### src/sv/vtls_pkg.sv
// ----------------------------------------------------------------------------
// Vector type and length setter package
// Shared payload types, register indexes, type-word field positions and the
// helper that builds the illegal type pattern.
// ----------------------------------------------------------------------------
`default_nettype none

package vtls_pkg;

  // Default sizing of the vector unit.
  localparam int unsigned VECTOR_BITS_DEF  = 256;
  localparam int unsigned ELEMENT_BITS_DEF = 64;

  // Configuration register indexes.
  localparam int unsigned CFG_INDEX_W = 2;
  localparam int unsigned CFG_DATA_W  = 7;
  localparam logic [CFG_INDEX_W-1:0] CFG_INTEGER_WIDTH  = 2'd0;
  localparam logic [CFG_INDEX_W-1:0] CFG_ALT_FORMAT_OK_BYTE = 2'd1;
  localparam logic [CFG_INDEX_W-1:0] CFG_ALT_FORMAT_OK_HALF = 2'd2;

  // Reset value of the integer width register.
  localparam logic [CFG_DATA_W-1:0] INTEGER_WIDTH_RESET = 7'd64;

  // Type word layout.
  localparam int unsigned TYPE_W        = 64;
  localparam int unsigned TYPE_MUL_LSB  = 0;
  localparam int unsigned TYPE_SEW_LSB  = 3;
  localparam int unsigned TYPE_ALT_BIT  = 8;
  localparam int unsigned TYPE_RSVD_LSB = 9;

  // Multiplier code that stands for 1/16, which is never legal.
  localparam logic [2:0] MUL_CODE_SIXTEENTH = 3'd4;

  // Element width codes that the alternate format may use.
  localparam logic [2:0] SEW_CODE_BYTE = 3'd0;
  localparam logic [2:0] SEW_CODE_HALF = 3'd1;

  // Output length fields are 9 bits wide.
  localparam int unsigned OUT_LEN_W = 9;

  // One request beat.
  typedef struct packed {
    logic               dest_nonzero;
    logic               source_nonzero;
    logic [63:0]        requested_length;
    logic [TYPE_W-1:0]  requested_type;
  } request_t;

  // One result beat.
  typedef struct packed {
    logic [OUT_LEN_W-1:0] new_length;
    logic [TYPE_W-1:0]    type_value;
    logic                 type_illegal;
    logic [OUT_LEN_W-1:0] max_length;
  } result_t;

  // Illegal type pattern: all ones from bit (integer width - 1) upward.
  // Integer widths outside 1..64 place the bit as for 64.
  function automatic logic [TYPE_W-1:0] illegal_pattern(input logic [CFG_DATA_W-1:0] xw);
    logic [5:0] sh;
    if (xw >= 7'd1 && xw <= 7'd64) begin
      sh = 6'(xw - 7'd1);
    end else begin
      sh = 6'd63;
    end
    return {TYPE_W{1'b1}} << sh;
  endfunction

endpackage

`default_nettype wire

### src/sv/vtls_type_decode.sv
// ----------------------------------------------------------------------------
// Vector type decoder
// Decodes a requested type word into its maximum length and flags every
// property of the word itself that makes it illegal.
// ----------------------------------------------------------------------------
`default_nettype none

module vtls_type_decode #(
  parameter int unsigned VECTOR_BITS  = vtls_pkg::VECTOR_BITS_DEF,
  parameter int unsigned ELEMENT_BITS = vtls_pkg::ELEMENT_BITS_DEF,
  parameter int unsigned LEN_W        = $clog2(VECTOR_BITS + 1)
) (
  input  wire logic [vtls_pkg::TYPE_W-1:0] type_word,
  input  wire logic                        alt_format_ok_byte,
  input  wire logic                        alt_format_ok_half,
  output logic      [LEN_W-1:0]            new_max,
  output logic                             type_bad
);

  logic [2:0]       mul_code;
  logic [2:0]       sew_code;
  logic             alt;
  logic             reserved;
  logic [2:0]       frac_shift;
  logic [LEN_W-1:0] per_reg;
  logic [14:0]      sew;
  logic [14:0]      sew_scaled;
  logic             bad_sew;
  logic             alt_ok;

  // Field extraction.
  assign mul_code = type_word[vtls_pkg::TYPE_MUL_LSB +: 3];
  assign sew_code = type_word[vtls_pkg::TYPE_SEW_LSB +: 3];
  assign alt      = type_word[vtls_pkg::TYPE_ALT_BIT];
  assign reserved = |type_word[vtls_pkg::TYPE_W-1:vtls_pkg::TYPE_RSVD_LSB];

  // For fractional multipliers the shift is 8 minus the code, i.e. its negation mod 8.
  assign frac_shift = 3'd0 - mul_code;

  // Elements per register, one constant per element width code.
  always_comb begin
    case (sew_code)
      3'd0:    per_reg = LEN_W'(VECTOR_BITS / 8);
      3'd1:    per_reg = LEN_W'(VECTOR_BITS / 16);
      3'd2:    per_reg = LEN_W'(VECTOR_BITS / 32);
      3'd3:    per_reg = LEN_W'(VECTOR_BITS / 64);
      3'd4:    per_reg = LEN_W'(VECTOR_BITS / 128);
      3'd5:    per_reg = LEN_W'(VECTOR_BITS / 256);
      3'd6:    per_reg = LEN_W'(VECTOR_BITS / 512);
      default: per_reg = LEN_W'(VECTOR_BITS / 1024);
    endcase
  end

  // Maximum length and element width check, integer or fractional multiplier.
  assign sew        = 15'd8 << sew_code;
  assign sew_scaled = sew << frac_shift;

  always_comb begin
    if (!mul_code[2]) begin
      new_max = per_reg << mul_code[1:0];
      bad_sew = sew > 15'(ELEMENT_BITS);
    end else begin
      new_max = per_reg >> frac_shift;
      bad_sew = sew_scaled > 15'(ELEMENT_BITS);
    end
  end

  // The alternate format is only allowed where an extension permits it.
  assign alt_ok = (alt_format_ok_byte && sew_code == vtls_pkg::SEW_CODE_BYTE)
               || (alt_format_ok_half && sew_code == vtls_pkg::SEW_CODE_HALF);

  assign type_bad = (mul_code == vtls_pkg::MUL_CODE_SIXTEENTH) || bad_sew || reserved
                 || (alt && !alt_ok);

endmodule

`default_nettype wire

### src/sv/vector_type_and_length_setter.sv
// ----------------------------------------------------------------------------
// Vector type and length setter
// Executes vector configuration requests: decodes and checks the requested
// type, keeps the current type, maximum length and length, and reports them.
// A request beat passes the request register, then the result register.
// Throughput: one request per cycle when res_stall is low; the type compare,
// decode and length update fit between the request and result registers.
// Reset (synchronous): type takes the illegal pattern for a 64-bit integer
// width, both lengths clear, configuration returns to its reset values.
// ----------------------------------------------------------------------------
`default_nettype none

module vector_type_and_length_setter #(
  parameter int unsigned VECTOR_BITS  = vtls_pkg::VECTOR_BITS_DEF,
  parameter int unsigned ELEMENT_BITS = vtls_pkg::ELEMENT_BITS_DEF
) (
  input  wire logic                             clk,
  input  wire logic                             rst,
  // Request channel.
  input  wire logic                             req_valid,
  output logic                                  req_stall,
  input  wire vtls_pkg::request_t               req_data,
  // Result channel.
  output logic                                  res_valid,
  input  wire logic                             res_stall,
  output vtls_pkg::result_t                     res_data,
  // Configuration write channel.
  input  wire logic                             cfg_valid,
  output logic                                  cfg_ready,
  input  wire logic [vtls_pkg::CFG_INDEX_W-1:0] cfg_index,
  input  wire logic [vtls_pkg::CFG_DATA_W-1:0]  cfg_data
);

  localparam int unsigned LEN_W = $clog2(VECTOR_BITS + 1);

  // Configuration registers.
  logic [vtls_pkg::CFG_DATA_W-1:0] integer_width;
  logic                            alt_format_ok_byte;
  logic                            alt_format_ok_half;

  // Request register.
  logic               req_held;
  vtls_pkg::request_t req_reg;

  // Architectural state.
  logic [vtls_pkg::TYPE_W-1:0] current_type;
  logic [LEN_W-1:0]            current_max_length;
  logic [LEN_W-1:0]            current_length;
  logic [vtls_pkg::TYPE_W-1:0] current_type_next;
  logic [LEN_W-1:0]            current_max_length_next;
  logic [LEN_W-1:0]            current_length_next;

  // Decode results and control.
  logic [LEN_W-1:0]   new_max;
  logic               type_bad;
  logic               illegal;
  logic               advance;
  logic               keep_length;
  logic [LEN_W+8:0]   length_ext;
  logic [LEN_W+8:0]   max_ext;
  vtls_pkg::result_t  res_data_next;

  // The result register moves whenever it is empty or being drained.
  assign advance   = !res_valid || !res_stall;
  assign req_stall = req_held && !advance;
  assign cfg_ready = 1'b1;

  // Configuration writes.
  always_ff @(posedge clk) begin
    if (rst) begin
      integer_width      <= vtls_pkg::INTEGER_WIDTH_RESET;
      alt_format_ok_byte <= 1'b0;
      alt_format_ok_half <= 1'b0;
    end else if (cfg_valid && cfg_ready) begin
      case (cfg_index)
        vtls_pkg::CFG_INTEGER_WIDTH:      integer_width      <= cfg_data;
        vtls_pkg::CFG_ALT_FORMAT_OK_BYTE: alt_format_ok_byte <= cfg_data[0];
        vtls_pkg::CFG_ALT_FORMAT_OK_HALF: alt_format_ok_half <= cfg_data[0];
        default: ;
      endcase
    end
  end

  // Request register: loads a new beat whenever it is empty or moving on.
  always_ff @(posedge clk) begin
    if (rst) begin
      req_held <= 1'b0;
    end else if (!req_stall) begin
      req_held <= req_valid;
    end
  end

  always_ff @(posedge clk) begin
    if (req_valid && !req_stall) begin
      req_reg <= req_data;
    end
  end

  // Type decoding.
  vtls_type_decode #(
    .VECTOR_BITS  (VECTOR_BITS),
    .ELEMENT_BITS (ELEMENT_BITS),
    .LEN_W        (LEN_W)
  ) u_decode (
    .type_word          (req_reg.requested_type),
    .alt_format_ok_byte (alt_format_ok_byte),
    .alt_format_ok_half (alt_format_ok_half),
    .new_max            (new_max),
    .type_bad           (type_bad)
  );

  // Both flags clear means the length must stay, so the maximum may not change.
  assign keep_length = !req_reg.dest_nonzero && !req_reg.source_nonzero;
  assign illegal     = type_bad || (keep_length && new_max != current_max_length);

  // Type and maximum length update; an unchanged type skips the checks.
  always_comb begin
    current_type_next       = current_type;
    current_max_length_next = current_max_length;
    if (req_reg.requested_type != current_type) begin
      if (illegal) begin
        current_type_next       = vtls_pkg::illegal_pattern(integer_width);
        current_max_length_next = '0;
      end else begin
        current_type_next       = req_reg.requested_type;
        current_max_length_next = new_max;
      end
    end
  end

  // Length update from the flags and the new maximum.
  always_comb begin
    if (current_max_length_next == '0) begin
      current_length_next = '0;
    end else if (keep_length) begin
      current_length_next = current_length;
    end else if (!req_reg.source_nonzero) begin
      current_length_next = current_max_length_next;
    end else if (req_reg.requested_length < 64'(current_max_length_next)) begin
      current_length_next = LEN_W'(req_reg.requested_length);
    end else begin
      current_length_next = current_max_length_next;
    end
  end

  // Result beat, lengths reported in their low 9 bits.
  assign length_ext = (LEN_W + 9)'(current_length_next);
  assign max_ext    = (LEN_W + 9)'(current_max_length_next);

  always_comb begin
    res_data_next.new_length   = length_ext[vtls_pkg::OUT_LEN_W-1:0];
    res_data_next.type_value   = current_type_next;
    res_data_next.type_illegal =
      |current_type_next[vtls_pkg::TYPE_W-1:vtls_pkg::TYPE_RSVD_LSB];
    res_data_next.max_length   = max_ext[vtls_pkg::OUT_LEN_W-1:0];
  end

  // State registers commit as the beat moves into the result register.
  always_ff @(posedge clk) begin
    if (rst) begin
      current_type       <= vtls_pkg::illegal_pattern(vtls_pkg::INTEGER_WIDTH_RESET);
      current_max_length <= '0;
      current_length     <= '0;
    end else if (advance && req_held) begin
      current_type       <= current_type_next;
      current_max_length <= current_max_length_next;
      current_length     <= current_length_next;
    end
  end

  // Result register.
  always_ff @(posedge clk) begin
    if (rst) begin
      res_valid <= 1'b0;
    end else if (advance) begin
      res_valid <= req_held;
    end
  end

  always_ff @(posedge clk) begin
    if (advance && req_held) begin
      res_data <= res_data_next;
    end
  end

endmodule

`default_nettype wire
### config.mk
export PLATFORM = sky130hd
export DESIGN_NAME = vector_type_and_length_setter
export DESIGN_NICKNAME = d
export VERILOG_FILES = /design/src/sv/vtls_pkg.sv /design/src/sv/vtls_type_decode.sv /design/src/sv/vector_type_and_length_setter.sv
export SDC_FILE = /design/constraint.sdc
export NUM_CORES = 1
export LEC_CHECK = 0
export BUFFER_PORTS_ARGS = -buffer_cell sky130_fd_sc_hd__buf_2
export CAP_MARGIN = 30
export CORE_ASPECT_RATIO = 0.75
export CORE_MARGIN = 2
export CORE_UTILIZATION = 43
export DETAILED_ROUTE_END_ITERATION = 7
export GPL_ROUTABILITY_DRIVEN = 0
export HOLD_SLACK_MARGIN = 0.15
export PLACE_DENSITY = 0.66
export SYNTH_ARGS = -nofsm -noshare
export SYNTH_HDL_FRONTEND = slang
export SYNTH_SLANG_ARGS = --single-unit
### constraint.sdc
create_clock -name clk -period 7.5 [get_ports clk]
set_input_delay 1.5 -clock clk [delete_from_list [all_inputs] [get_ports clk]]
set_output_delay 1.5 -clock clk [all_outputs]
set_load 0.02 [all_outputs]
Word-level counts from Yosys, hierarchy flattened
Cells that the tools add are included.
Cells by class
  order comparisons: 5
  eq/ne operators: 10
  shifts and indexed selects: 5
  reductions and logical operators: 30
  $add $sub $neg: 2
  multiplexer cells: 14
Operators by type and width (number)
  64-bit 2-to-1 mux: 2
  55-bit OR reduction: 2
  64-bit by 9-bit < comparator with 1-bit output: 1
  64-bit != test: 1
  64-bit by 6-bit << shifter with 64-bit output (first input constant): 1
  9-bit 2-to-1 mux: 7
  6-bit one-hot mux with 6 select lines: 1
  15-bit by 7-bit greater-than comparator with 1-bit output (second input constant): 2
  6-bit 2-to-1 mux: 3
  15-bit by 3-bit << shifter with 15-bit output: 1
  4-bit by 3-bit << shifter with 15-bit output (first input constant): 1
  3-bit == test (second input constant): 3
  1-bit logical AND: 9
  9-bit zero test: 1
  9-bit != test: 1
  6-bit by 2-bit << shifter with 9-bit output: 1
  6-bit by 3-bit right shift with 9-bit output: 1
  7-bit by 1-bit greater-or-equal comparator with 1-bit output (second input constant): 1
  7-bit <= comparator (second input constant): 1
  1-bit zero test: 7
  3-bit by 2-bit == test with 1-bit output (second input constant): 2
  1-bit logical OR: 6
  2-bit AND reduction: 3
  6-bit by 1-bit subtractor with 6-bit output (second input constant): 1
  7 further kinds: 7
Word-level totals
  input port bits: 144
  flip-flop bits (word level): 306

Longest topological paths before layout
Gate-level depths: netlist (run 1).
  word-level depth: 15
  mapped depth: 27
  depth with buffers taken out: 23

Modules after synthesis
A second synthesis (run 1) with hierarchy kept.
Second synthesis, totals
  cells, all modules: 1298
  area total of the unflattened synthesis: 14158.6 sq um
By module, submodules not included
  vector_type_and_length_setter: area each 13563.0 sq um, cells an instance 1205, sequential area each 8257.9 sq um, times used 1
  vtls_type_decode: area each 595.6 sq um, cells an instance 93, sequential area each 0.0 sq um, times used 1

Least setup slack after synthesis (run 1)
No wires, ideal clock.
  kind: input to register
  start point: input port res_stall
  end point: register req_reg[0] (netlist name) (enable)
  data arrival time: 7.486 ns
  library setup time: 0.633 ns
  data required time: 6.867 ns
  stages: 2
  slack: -0.619 ns
  path through: and3_1 -> nor2b_1
Between the ends
  longest elaborated chain between the ends: 6
Ends and longest elaborated chain
  start: declaration: RTL line vector_type_and_length_setter.sv:25  | input wire logic res_stall,
  1-bit zero test: RTL line vector_type_and_length_setter.sv:64  | assign advance = !res_valid || !res_stall;
  1-bit logical OR: RTL line vector_type_and_length_setter.sv:64
  1-bit zero test: RTL line vector_type_and_length_setter.sv:65  | assign req_stall = req_held && !advance;
  1-bit logical AND: RTL line vector_type_and_length_setter.sv:65
  1-bit zero test: RTL line vector_type_and_length_setter.sv:94  | if (req_valid && !req_stall) begin
  1-bit logical AND: RTL line vector_type_and_length_setter.sv:94
  end signal: assignment: RTL line vector_type_and_length_setter.sv:95  | req_reg <= req_data;
  end: declaration: RTL line vector_type_and_length_setter.sv:43  | vtls_pkg::request_t req_reg;
Every way passes these cells.
A chain may end at the register's enable or synchronous reset.

Worst setup path after layout (run 1)
  start point: register req_reg[0] (netlist name)
  end point: register res_data[74] (netlist name), data pin
Between the ends
  longest elaborated chain between the ends: 15
  elaborated cells between the ends (all ways): 23
  those cells by class: 1 x add/sub; 2 x order compare; 3 x eq/ne; 3 x shift; 8 x mux; 6 x reduce/logical
Ends and longest elaborated chain
  1-bit by 3-bit subtractor with 3-bit output: RTL line vtls_type_decode.sv:38  | assign frac_shift = 3'd0 - mul_code;
  15-bit by 3-bit << shifter with 15-bit output: RTL line vtls_type_decode.sv:56  | assign sew_scaled = sew << frac_shift;
  15-bit by 7-bit greater-than comparator with 1-bit output: RTL line vtls_type_decode.sv:64  | bad_sew = sew_scaled > 15'(ELEMENT_BITS);
  1-bit 2-to-1 mux: RTL line vtls_type_decode.sv:59  | if (!mul_code[2]) begin
  1-bit logical OR (2 in series): RTL line vtls_type_decode.sv:72  | assign type_bad = (mul_code == vtls_pkg::MUL_CODE_SIXTEENTH) || bad_sew || reserved
  1-bit logical OR: RTL line vtls_type_decode.sv:73  | || (alt && !alt_ok);
  1-bit logical OR: RTL line vector_type_and_length_setter.sv:114  | assign illegal = type_bad || (keep_length && new_max != current_max_length);
  9-bit 2-to-1 mux: RTL line vector_type_and_length_setter.sv:121  | if (illegal) begin
  9-bit 2-to-1 mux (*): RTL line vector_type_and_length_setter.sv:120  | if (req_reg.requested_type != current_type) begin
  via current_max_length_next[8]: RTL line vector_type_and_length_setter.sv:50  | logic [LEN_W-1:0] current_max_length_next;
  64-bit by 9-bit < comparator with 1-bit output: RTL line vector_type_and_length_setter.sv:139  | end else if (req_reg.requested_length < 64'(current_max_length_next)) begin
  9-bit 2-to-1 mux: RTL line vector_type_and_length_setter.sv:139
  9-bit 2-to-1 mux: RTL line vector_type_and_length_setter.sv:137  | end else if (!req_reg.source_nonzero) begin
  9-bit 2-to-1 mux: RTL line vector_type_and_length_setter.sv:135  | end else if (keep_length) begin
  9-bit 2-to-1 mux (*): RTL line vector_type_and_length_setter.sv:133  | if (current_max_length_next == '0) begin
  via current_length_next[0]: RTL line vector_type_and_length_setter.sv:51  | logic [LEN_W-1:0] current_length_next;
  end signal: assignment: RTL line vector_type_and_length_setter.sv:182  | res_data <= res_data_next;
  end: declaration: RTL line vector_type_and_length_setter.sv:26  | output vtls_pkg::result_t res_data,
The timed path passes the listed nets; every way through them passes the cells marked *.

==> summary.txt, run 1 <==
Finish
  • Synth-to-layout area growth: 17.7%
  • Share of layout cells above drive strength 1: 0.215
  • Largest register FFs: 130
  • Fill cells: 2924
  • Area of the multi-input gates: 5310 µm²
  • Non-Filler Instances: 1952
  • Final Net Count: 1643
  • Post-Layout Inst Area: 16500 µm²
  • Register area: 8260 µm²
  • Final core occ: 0.511

Place
  • Dpl cells: 1895
  • DP Area: 15500 µm²
  • Buffers on Ports: 228
  • HPWL Detailed: 30700 µm
  • Setup WS pre-CTS: 1520 ps

STA
  • Endpoints failing setup: 0
  • Fmax: 0.163 GHz
  • Min Hold Slack: 456 ps
  • Crit path time final: 6120 ps
  • Clock skew: 19.1 ps
  • Max-slew violations: 0
  • Final WS setup: 1380 ps
  • Hold Violations, Final: 0
  • Worst slew pin tran: 971 ps
  • Final setup TNS: 0 ps
  • Slew headroom: 0.348
  • RSZ-0062 raised after global routing: no
  • Part of the cycle the worst path needs: 0.816

Routing
  • Post-DRT Antenna Nets: 0
  • Vias per cell: 5.71
  • Total number of vias: 11100
  • Initial DRC Count: 1376
  • DRT Pass-1 Iters: 6
  • DRC: 0
  • Final WL: 42400 µm
  • Average wire per standard cell: 21.7 µm

Clock tree
  • Post CTS Setup Buffer Count: 0
  • TritonCTS buffer count: 30
  • Hold Buf Count CTS: 0
  • CTS tree: done
  • Root Buffer: clkbuf_16
  • Deepest clock path buffer count: 3
  • CTS sink count: 306
  • Clk slew on worst S/H paths: 60 ps
  • Clk Latency, worst-skew pair: 570 ps
  • Maximum level of the CTS H-tree: 1
  • Post-CTS sizing: 0

GRT
  • Total Routing Usage GR: 0.245
  • Vias in the first global route: 10300
  • Gr ovfl total: 0
  • Initial antenna violation count: 1
  • Largest net degree at the start of global routing: 114
  • Global-route wire length before repair: 62900 µm

Die
  • FP Rows: 57
  • IO Count: 230
  • Core area: 32200 µm²
  • Starting Density: 0.434
  • Die span in x: 212 µm
  • Die H: 160 µm
  • DIE AREA: 34000 µm²

Synth
  • Seq cells post-synth: 306
  • Syn Area/Cell: 10.9 µm²
  • Cells after Synth: 1289
  • Most used DFF post-synth: edfxtp_1
  • Post-Synthesis Net Count: 1446
  • Post-synth ARST share: 0
  • Seq/Total Area, Yosys: 0.590
  • Distinct cells, synth: 79
  • Yosys synthesis warning count: 0
  • Post-Syn Area: 14000 µm²
  • Number of synthesized flops with an enable pin: 213

Setup path
  • Crit path arrival time: 6420 ps
  • WP data required: 7800 ps
  • Crit path buffers/inverters: 2
  • CP top delay family: compound AO/OA/AOI/OAI gates
  • Critical Path, Cell by Cell: inv_1 -> ha_1 -> nand4b_1 -> a31oi_1 -> a311oi_1 -> mux2_2 -> nor2_1 -> a31oi_4 -> or2_2 -> o21ai_1 -> inv_2 -> ha_1 -> nor4_1 -> nand4_1 -> nor4_1 -> nand3_1 -> o21ai_1 -> mux2i_1 -> a21oi_1 -> nor2_1
  • CP endpoint kind: flop
  • Critical Path Start Type: flop
  • Slowest cell on crit path: o21ai_1
  • CP Max Fanout: 17
  • Crit Path Category: flop to flop
  • Crit-path max cell delay: 760 ps

Pwr
  • Worst vdd ir: 0.168 mV
  • Pleak: 6.25 nW
  • Cell Pwr Density: 244 nW/µm²
  • Total power: 4.02 mW

Flow run
  • Max_cap viols: 0

Hold path
  • Hold Crit Class: flop to flop

Outcome
  • Status: completed
-- synthesized netlist by cell type (7+ instances only) --
| master | count | area [µm²] |
|---|---|---|
| nand3_1 | 21 | 105 |
| nor4_1 | 61 | 382 |
| o31ai_1 | 33 | 248 |
| edfxtp_1 | 213 | 6400 |
| clkbuf_1 | 45 | 169 |
| or2_2 | 7 | 43.8 |
| o21ai_1 | 9 | 45.0 |
| mux2_2 | 7 | 78.8 |
| a211oi_1 | 10 | 75.1 |
| nand4_1 | 20 | 125 |
| nand2_1 | 151 | 567 |
| nor3_1 | 36 | 180 |
| or4_1 | 8 | 60.1 |
| ha_1 | 13 | 163 |
| nand2b_1 | 7 | 43.8 |
| mux2i_1 | 22 | 220 |
| xor2_1 | 70 | 613 |
| a22o_1 | 12 | 105 |
| a21oi_1 | 63 | 315 |
| nor2b_1 | 9 | 56.3 |
| inv_1 | 21 | 78.8 |
| and2_1 | 8 | 50.1 |
| dfxtp_1 | 93 | 1860 |
| a31oi_1 | 9 | 56.3 |
| o21ai_0 | 57 | 285 |
| nor2_1 | 155 | 582 |
| buf_2 | 19 | 95.1 |
-- worst register-to-register path, cell delays in order, from the launching register on --
cell	delay, ps
edfxtp_1	720
inv_1	190
ha_1	570
nand4b_1	180
a31oi_1	100
a311oi_1	350
mux2_2	400
nor2_1	230
a31oi_4	190
or2_2	400
o21ai_1	200
inv_2	60
ha_1	190
nor4_1	170
nand4_1	130
nor4_1	440
nand3_1	120
o21ai_1	760
mux2i_1	210
a21oi_1	180
nor2_1	60
-- layout by cell type, fill, tap and decap left out, drive strengths merged, types with 12 or more instances in the layout --
cell type	count
nand3	21
buf	241
nor2	155
a22o	12
ha	13
o31ai	37
nand4	20
nor3	36
mux2i	22
dfxtp	93
inv	25
nor4	63
a21oi	63
xor2	70
edfxtp	213
nand2	151
clkbuf	44
o21ai	67
-- cell type report --
cell class	instances	share of cell area
Timing Repair Buffer	241	0.0766
Clock inverter	11	0.00493
Clock buffer	44	0.0558
Multi-Input combinational cell	882	0.322
Tap cell	442	0.0335
Sequential cell	306	0.501
Inverter	25	0.00600
Antenna cell	1	0.000152
-- report_power, final --
group	internal [mW]	switching [mW]	total, mW	leakage, nW
Clock	0.882	0.643	1.53	0.488
Sequential	1.92	0.0864	2.00	2.80
Combinational	0.164	0.327	0.491	2.95
Total	2.96	1.06	4.02	6.25
-- worst paths after layout --
check | start | endpoint | slack (ps) | cells past startpoint
setup / recovery | req_reg[0] | res_data[74] | 1380 | 20
hold / removal | current_length[4] | current_length[4] | 460 | 2
setup reg to reg | req_reg[0] | res_data[74] | 1380 | 20
hold reg to reg | current_length[4] | current_length[4] | 460 | 2
-- logic make-up (layout without fill, tap and decap cells) --
family	after synthesis	after routing	synth area share
buffers and inverters	101	321	0.0325
AO/OA/AOI/OAI	249	249	0.119
other	1	2	0.000268
multiplexers	32	32	0.0246
AND/OR/NAND/NOR	512	512	0.175
flip-flops	306	306	0.590
XOR/XNOR	75	75	0.0469
adder cells (fa/ha/maj)	13	13	0.0116
-- per-layer routing --
metal | vias to the layer above | GRT usage | wire length [µm]
li1 | 5146 | - | -
met1 | 5284 | 0.392 | 19600
met2 | 646 | 0.308 | 16400
met3 | 63 | 0.0835 | 5430
met4 | 0 | 0.0598 | 949
met5 | - | 0 | 0
(Power assumes the default switching activity.)
==> run 2: changes to the inputs <==
Settings changed: ABC_AREA set to 1, PLACE_DENSITY 0.66 to not set.
Clock period 7.5 ns to 5.7 ns, I/O delays scaled along.
==> run 2 against run 1 <==
  * Non-clock buffer count down 2
  * Routed wire length down 7.3%
  * Clock skew is 4.4 ps lower
  * Synthesized area rose by 4.3%
  * Critical path depth up 2
  * Cell area grew 3.9%
  * Utilization is 0.066 points lower
  * Clock power is 33% higher
  * Synthesized cell count grew 28%
  * Sequential share of layout area is 1.9 points lower
  * Critical endpoint is now res_data[80]
  * Highest routed layer is now met5
==> summary.txt, run 2 <==
Pwr
  • Worst vdd ir: 0.285 mV (+70%)
  • NetSw: 1.51 mW (+43%)
  • Flop pwr share: 0.479 (-0.019)
  • Pleak: 7.79 nW (+25%)
  • Clock power share: 0.370 (-0.009)
  • Total power: 5.51 mW (+37%)
  • Power Internal: 4.00 mW (+35%)
  • Cell Pwr Density: 322 nW/µm² (+32%)
  • Combinational Power Share: 0.151 (+0.029)
  • Switching share of power: 0.275 (+0.0120)

Hold path
  • Sink of the worst hold path: alt_format_ok_half
  • Hold depth: 2 (unchanged)
  • HP Start: alt_format_ok_half
  • Hold Crit Class: flop to flop

Routing
  • Average wire per standard cell: 16.8 µm (-23%)
  • DRC: 0 (unchanged)
  • Vias per cell: 5.09 (-11%)
  • Total number of vias: 11900 (+6.6%)
  • DRT Pass-1 Iters: 5 (-1)
  • Initial DRC Count: 941 (-32%)
  • Final WL: 39300 µm (-7.3%)
  • Post-DRT Antenna Nets: 0 (unchanged)

Synth
  • Post-synth top area cell: edfxtp_1
  • Post-synth ARST share: 0 (unchanged)
  • Most used DFF post-synth: edfxtp_1
  • Yosys synthesis warning count: 0 (unchanged)
  • Share of the synthesized area in the top cell type: 0.438 (-0.0189)
  • Synth top area cells: edfxtp_1 44%, dfxtp_1 13%, nand2_1 8.8%
  • Seq/Total Area, Yosys: 0.565 (-0.0244)
  • Cells after Synth: 1654 (+28%)
  • Post-Synthesis Net Count: 1811 (+25%)
  • Syn Area/Cell: 8.83 µm² (-19%)
  • Synth top cells by count: 342 x nand2_1, 220 x inv_1, 213 x edfxtp_1
  • Most common cell in the netlist: nand2_1
  • Distinct cells, synth: 40 (-49%)
  • Post-Syn Area: 14600 µm² (+4.3%)
  • Seq cells post-synth: 306 (unchanged)
  • Number of synthesized flops with an enable pin: 213 (unchanged)

Setup path
  • WP data required: 6020 ps (-1780 ps)
  • Critical Path Start Type: flop
  • Critical Path, Cell by Cell: buf_4 -> inv_2 -> ha_1 -> ha_1 -> nor4_1 -> o21ai_1 -> nor3_1 -> nand3_1 -> a21oi_2 -> nand2_4 -> o21ai_1 -> inv_2 -> ha_1 -> nor3_1 -> nand3_1 -> nor4_1 -> buf_4 -> nand2_1 -> nand2_1 -> nand3_1 -> nand3_2 -> inv_1
  • Slowest cell on crit path: nor4_1
  • Crit path arrival time: 5600 ps (-820 ps)
  • CP Max Fanout: 13 (-4)
  • Crit-path max cell delay: 490 ps (-270 ps)
  • R2R Path Start: req_reg[0]
  • Reg2Reg Capture Point: res_data[80]
  • CP endpoint kind: flop
  • Worst reg2reg setup slack: 420 ps (-960 ps)
  • R2R depth: 22 (+10%)
  • Crit Path Category: flop to flop

STA
  • RSZ-0062 raised after global routing: no
  • Final setup TNS: 0 ps (unchanged)
  • Final WS setup: 416 ps (-962 ps)
  • Hold Violations, Final: 0 (unchanged)
  • Endpoints failing setup: 0 (unchanged)
  • Clock skew: 14.8 ps (-4.36 ps)
  • Fmax: 0.189 GHz (+16%)
  • Max-slew violations: 0 (unchanged)
  • Worst slew pin tran: 1030 ps (+60.8 ps)
  • Part of the cycle the worst path needs: 0.927 (+0.111)
  • Slew headroom: 0.312 (-0.0362)
  • Min Hold Slack: 483 ps (+27.1 ps)
  • Crit path time final: 5280 ps (-838 ps)

Finish
  • Synth-to-layout area growth: 17.2%
  • Largest register FFs: 130 (unchanged)
  • Most common library cell in the layout ignoring fill and taps: nand2_1
  • Register area: 8260 µm² (unchanged)
  • Share of layout cells above drive strength 1: 0.195 (-0.0198)
  • Area of the multi-input gates: 5160 µm² (-2.9%)
  • Fill cells: 3165 (+8.2%)
  • Final core occ: 0.511 (-0.000665)
  • Most frequent cells in the layout: 341 x nand2_1, 228 x buf_2, 218 x inv_1
  • Post-Layout Inst Area: 17100 µm² (+3.9%)
  • Final Net Count: 2016 (+23%)
  • Non-Filler Instances: 2334 (+20%)

Outcome
  • Status: completed

Flow run
  • Max_cap viols: 0 (unchanged)

Place
  • DP Area: 16100 µm² (+4.3%)
  • Dpl cells: 2276 (+20%)
  • Setup WS pre-CTS: 453 ps (-1070 ps)
  • Buffers on Ports: 228 (unchanged)
  • HPWL Detailed: 27900 µm (-9.1%)

Die
  • Die span in x: 217 µm (+2.1%)
  • IO Count: 230 (unchanged)
  • Core area: 33500 µm² (+4.0%)
  • FP Rows: 58 (+1.8%)
  • Die H: 164 µm (+2.1%)
  • Starting Density: 0.436 (+0.00133)
  • DIE AREA: 35500 µm² (+4.2%)

Clock tree
  • TritonCTS buffer count: 31 (+3.3%)
  • Clk Latency, worst-skew pair: 570 ps (about the same)
  • Clk slew on worst S/H paths: 60 ps (about the same)
  • Deepest clock path buffer count: 3 (unchanged)
  • Maximum level of the CTS H-tree: 1 (unchanged)
  • Post CTS Setup Buffer Count: 0 (unchanged)
  • CTS sink count: 306 (unchanged)
  • Root Buffer: clkbuf_16
  • Hold Buf Count CTS: 0 (unchanged)
  • Post-CTS sizing: 0 (unchanged)
  • CTS tree: done

GRT
  • Largest net degree at the start of global routing: 136 (+19%)
  • Vias in the first global route: 11000 (+7.4%)
  • Global-route wire length before repair: 60600 µm (-3.6%)
  • Initial antenna violation count: 3 (+2)
  • Gr ovfl total: 0 (unchanged)
  • Total Routing Usage GR: 0.219 (-0.0258)
[run 2: changes by cell type after synthesis, moves of 14 or more]
| cell | change |
|---|---|
| a21oi_1 | +24 |
| inv_1 | +199 |
| mux2i_1 | -22 |
| nand2_1 | +191 |
| nand2_2 | +14 |
| nand3_1 | +89 |
| nand3_2 | +22 |
| nor2_1 | +19 |
| nor3_1 | -29 |
| nor4_1 | -20 |
| o21ai_0 | +59 |
| o21ai_1 | +14 |
| o31ai_1 | -33 |
| xor2_1 | -39 |
[run 2: cells by family after synthesis]
family / Yosys count / share of synthesized area
buffers and inverters: 302 / 0.0828
adders and majority gates: 13 / 0.0111
AOI/OAI and AO/OA: 251 / 0.0924
and+or+nand+nor: 750 / 0.230
xor gates and xnor gates: 31 / 0.0186
other: 1 / 0.000257
DFF: 306 / 0.565
[run 2: how the worst max path moves through the flow]
| stage | from | to | slack, ps | depth (start not counted) |
|---|---|---|---|---|
| 2_1_floorplan | req_reg[0] | current_length[8] | 1170 | 25 |
| 3_3_place_gp | req_reg[0] | res_data[80] | 320 | 22 |
| 3_5_place_dp | req_reg[0] | res_data[80] | 450 | 22 |
| 4_1_cts | req_reg[0] | res_data[80] | 400 | 22 |
| 5_1_grt | req_reg[0] | res_data[77] | 30 | 22 |
| 6_report | req_reg[0] | res_data[80] | 420 | 22 |
[run 2: layout make-up]
class,instances,share of cell area
Sequential cell,306,0.482
Multi-Input combinational cell,1046,0.301
Timing Repair Buffer,239,0.0734
Inverter,235,0.0518
Clock buffer,36,0.0464
Tap cell,450,0.0329
Clock inverter,21,0.0121
Antenna cell,1,0.000146
[run 2: power groups by stage]
stage               Clock (mW)  Combinational [mW]  Sequential, mW
floorplan                    0               0.509            2.72
global placement             0               0.812            2.68
detailed placement           0               0.826            2.68
CTS                       2.08               0.831            2.64
global route              2.16               0.932            2.65
finish                    2.04               0.832            2.64
[run 2: routing by layer]
metal	up-vias	part of all wire	GRT usage
met5	-	0.00053	0
met4	4	0.021	0.0483
met3	64	0.066	0.0358
met2	381	0.44	0.346
met1	5521	0.47	0.316
li1	5909	-	-
[run 2: worst max-delay path, delay by kind of cell, from the launching register on]
family / cells / cell delay [ps]
compound gates: 3 / 840
fa+ha+maj: 3 / 630
buf+inv: 5 / 710
flops: 1 / 320
simple gates: 11 / 2530
==> run 3: changes to the inputs <==
Settings changed: CTS_BUF_LIST set to sky130_fd_sc_hd__clkbuf_2.
==> run 3 against run 2 <==
  * Combinational power barely moved
  * Sequential power barely moved
  * Worst setup slack better by 62 ps
  * Clock skew increased by 61 ps
  * Clock power down 28%
  * Flip-flop and latch count stayed put
  * Register-to-register slack improved by 60 ps
  * Via count increased by 3.2%
  * Count of clock-buffer cells in the layout increased by 82
  * Critical endpoint unchanged
  * Largest cell class unchanged
  * Highest routed layer unchanged
==> summary.txt, run 3 (synthesis results as in run 2) <==
Routing
  • Average wire per standard cell: 16.5 µm (-2.2%)
  • Post-DRT Antenna Nets: 0 (unchanged)
  • Initial DRC Count: 873 (-7.2%)
  • Total number of vias: 12300 (+3.2%)
  • Final WL: 39900 µm (+1.7%)
  • Vias per cell: 5.05 (-0.69%)
  • DRT Pass-1 Iters: 6 (+1)
  • DRC: 0 (unchanged)

Setup path
  • Crit path arrival time: 5940 ps (+340 ps)
  • Worst reg2reg setup slack: 480 ps (+60 ps)
  • Reg2Reg Capture Point: res_data[80]
  • Critical Path End: res_data[80]
  • CP Max Fanout: 13 (unchanged)
  • R2R depth: 22 (unchanged)
  • Critical Path Start Type: flop
  • WP data required: 6420 ps (+400 ps)
  • CP endpoint kind: flop
  • CP startpoint: req_reg[0]
  • R2R Path Start: req_reg[0]
  • Crit Path Category: flop to flop

Die
  • FP Rows: 58 (unchanged)
  • DIE AREA: 35500 µm² (unchanged)
  • Die H: 164 µm (unchanged)
  • Core area: 33500 µm² (unchanged)
  • IO Count: 230 (unchanged)
  • Die span in x: 217 µm (unchanged)
  • Starting Density: 0.436 (unchanged)

Place
  • Setup WS pre-CTS: 453 ps (unchanged)
  • Dpl cells: 2276 (unchanged)
  • Buffers on Ports: 228 (unchanged)
  • HPWL Detailed: 27900 µm (unchanged)

STA
  • RSZ-0062 raised after global routing: no
  • Hold Violations, Final: 0 (unchanged)
  • Endpoints failing setup: 0 (unchanged)
  • Slew headroom: 0.313 (+0.00145)
  • Final setup TNS: 0 ps (unchanged)
  • Crit path time final: 5220 ps (-61.9 ps)
  • Clock skew: 76.2 ps (+61.4 ps)
  • Final WS setup: 478 ps (+61.9 ps)
  • Fmax: 0.191 GHz (+1.2%)
  • Worst slew pin tran: 1030 ps (-2.17 ps)
  • Max-slew violations: 0 (unchanged)
  • Min Hold Slack: 356 ps (-127 ps)
  • Part of the cycle the worst path needs: 0.916 (-0.0109)

Clock tree
  • Deepest clock path buffer count: 3 (unchanged)
  • Post CTS Setup Buffer Count: 0 (unchanged)
  • CTS sink count: 306 (unchanged)
  • Clk Latency, worst-skew pair: 960 ps (+390 ps)
  • Post-CTS sizing: 0 (unchanged)
  • Clk slew on worst S/H paths: 100 ps (+40 ps)
  • Maximum level of the CTS H-tree: 3 (+2)
  • TritonCTS buffer count: 78 (+150%)
  • CTS tree: done
  • Root Buffer: clkbuf_2
  • Hold Buf Count CTS: 0 (unchanged)

Hold path
  • Hold Crit Class: primary input to flop

Pwr
  • Power Internal: 3.37 mW (-16%)
  • Pleak: 7.85 nW (+0.77%)
  • Clock power share: 0.297 (-0.073)
  • Cell Pwr Density: 293 nW/µm² (-8.8%)
  • Switching share of power: 0.317 (+0.0424)
  • NetSw: 1.57 mW (+3.4%)
  • Combinational Power Share: 0.169 (+0.018)
  • Flop pwr share: 0.534 (+0.055)
  • Worst vdd ir: 0.138 mV (-51%)

Finish
  • Share of layout cells above drive strength 1: 0.227 (+0.0321)
  • Most common library cell in the layout ignoring fill and taps: nand2_1
  • Non-Filler Instances: 2425 (+3.9%)
  • Synth-to-layout area growth: 15.2%
  • Area of the multi-input gates: 5160 µm² (unchanged)
  • Largest register FFs: 130 (unchanged)
  • Most frequent cells in the layout: 341 x nand2_1, 228 x buf_2, 218 x inv_1
  • Final Net Count: 2063 (+2.3%)
  • Fill cells: 3258 (+2.9%)
  • Register area: 8260 µm² (unchanged)

GRT
  • Initial antenna violation count: 4 (+1)
  • Global-route wire length before repair: 61700 µm (+1.7%)
  • Gr ovfl total: 0 (unchanged)
  • Total Routing Usage GR: 0.225 (+0.00615)
  • Vias in the first global route: 11500 (+4.2%)
  • Largest net degree at the start of global routing: 136 (unchanged)

Outcome
  • Status: completed

Flow run
  • Max_cap viols: 0 (unchanged)
run 3: changes by cell type in the layout (fill, tap and decap cells not counted), moves of 5 or more:
cell       before  now
clkbuf_1        5    0
clkbuf_16      31    0
clkbuf_2        0  118
clkinv_1        7   18
diode_2         1    6
run 3: metrics by stage:
step                      utilization  power [mW]  cell area (µm²)
after floorplan                     -        3.22            14600
after global placement          0.480        3.50            16100
after detailed placement        0.481        3.51            16100
after CTS                       0.501        5.00            16800
after global routing            0.502        5.23            16800
final                           0.502        4.94            16800
run 3: worst min path at each step:
stage                        from            endpoint  slack [ps]  depth (start not counted)
4_1_cts              req_data[26]         req_reg[26]         260                          1
5_1_grt              req_data[27]         req_reg[27]         260                          1
6_report             req_data[64]         req_reg[64]         360                          1
2_1_floorplan  alt_format_ok_half  alt_format_ok_half         430                          2
3_5_place_dp   alt_format_ok_half  alt_format_ok_half         470                          2
3_3_place_gp   alt_format_ok_half  alt_format_ok_half         460                          2
run 3: area by class of cell:
type                       count  area share
sequential                   306       0.491
multi-input combinational   1046       0.307
timing repair buffer         239      0.0747
inverter                     235      0.0527
clock buffer                 118      0.0351
tap                          450      0.0335
clock inverter                25     0.00587
antenna                        6    0.000892
run 3: power groups by stage:
stage / combinational, mW / sequential [mW] / clock (mW)
after detailed placement: 0.826 / 2.68 / 0
final: 0.833 / 2.64 / 1.47
after CTS: 0.830 / 2.64 / 1.53
after global placement: 0.812 / 2.68 / 0
after floorplan: 0.509 / 2.72 / 0
after global routing: 0.932 / 2.65 / 1.64
run 3: critical path: stages, from the launching register on:
cell and delay (ps):
edfxtp_1 340, buf_4 200, inv_2 120, ha_1 220
ha_1 230, nor4_1 490, o21ai_1 220, nor3_1 380
nand3_1 190, a21oi_2 280, nand2_4 110, o21ai_1 320
inv_2 100, ha_1 190, nor3_1 340, nand3_1 150
nor4_1 320, buf_4 230, nand2_1 200, nand2_1 130
nand3_1 100, nand3_2 120, inv_1 50
run 3: metal layers:
metal | vias to the layer above | track usage | routed length [µm]
li1 | 6065 | - | -
met1 | 5644 | 0.315 | 18600
met2 | 479 | 0.345 | 17700
met3 | 65 | 0.0520 | 2890
met4 | 4 | 0.0725 | 736
met5 | - | 0 | 26
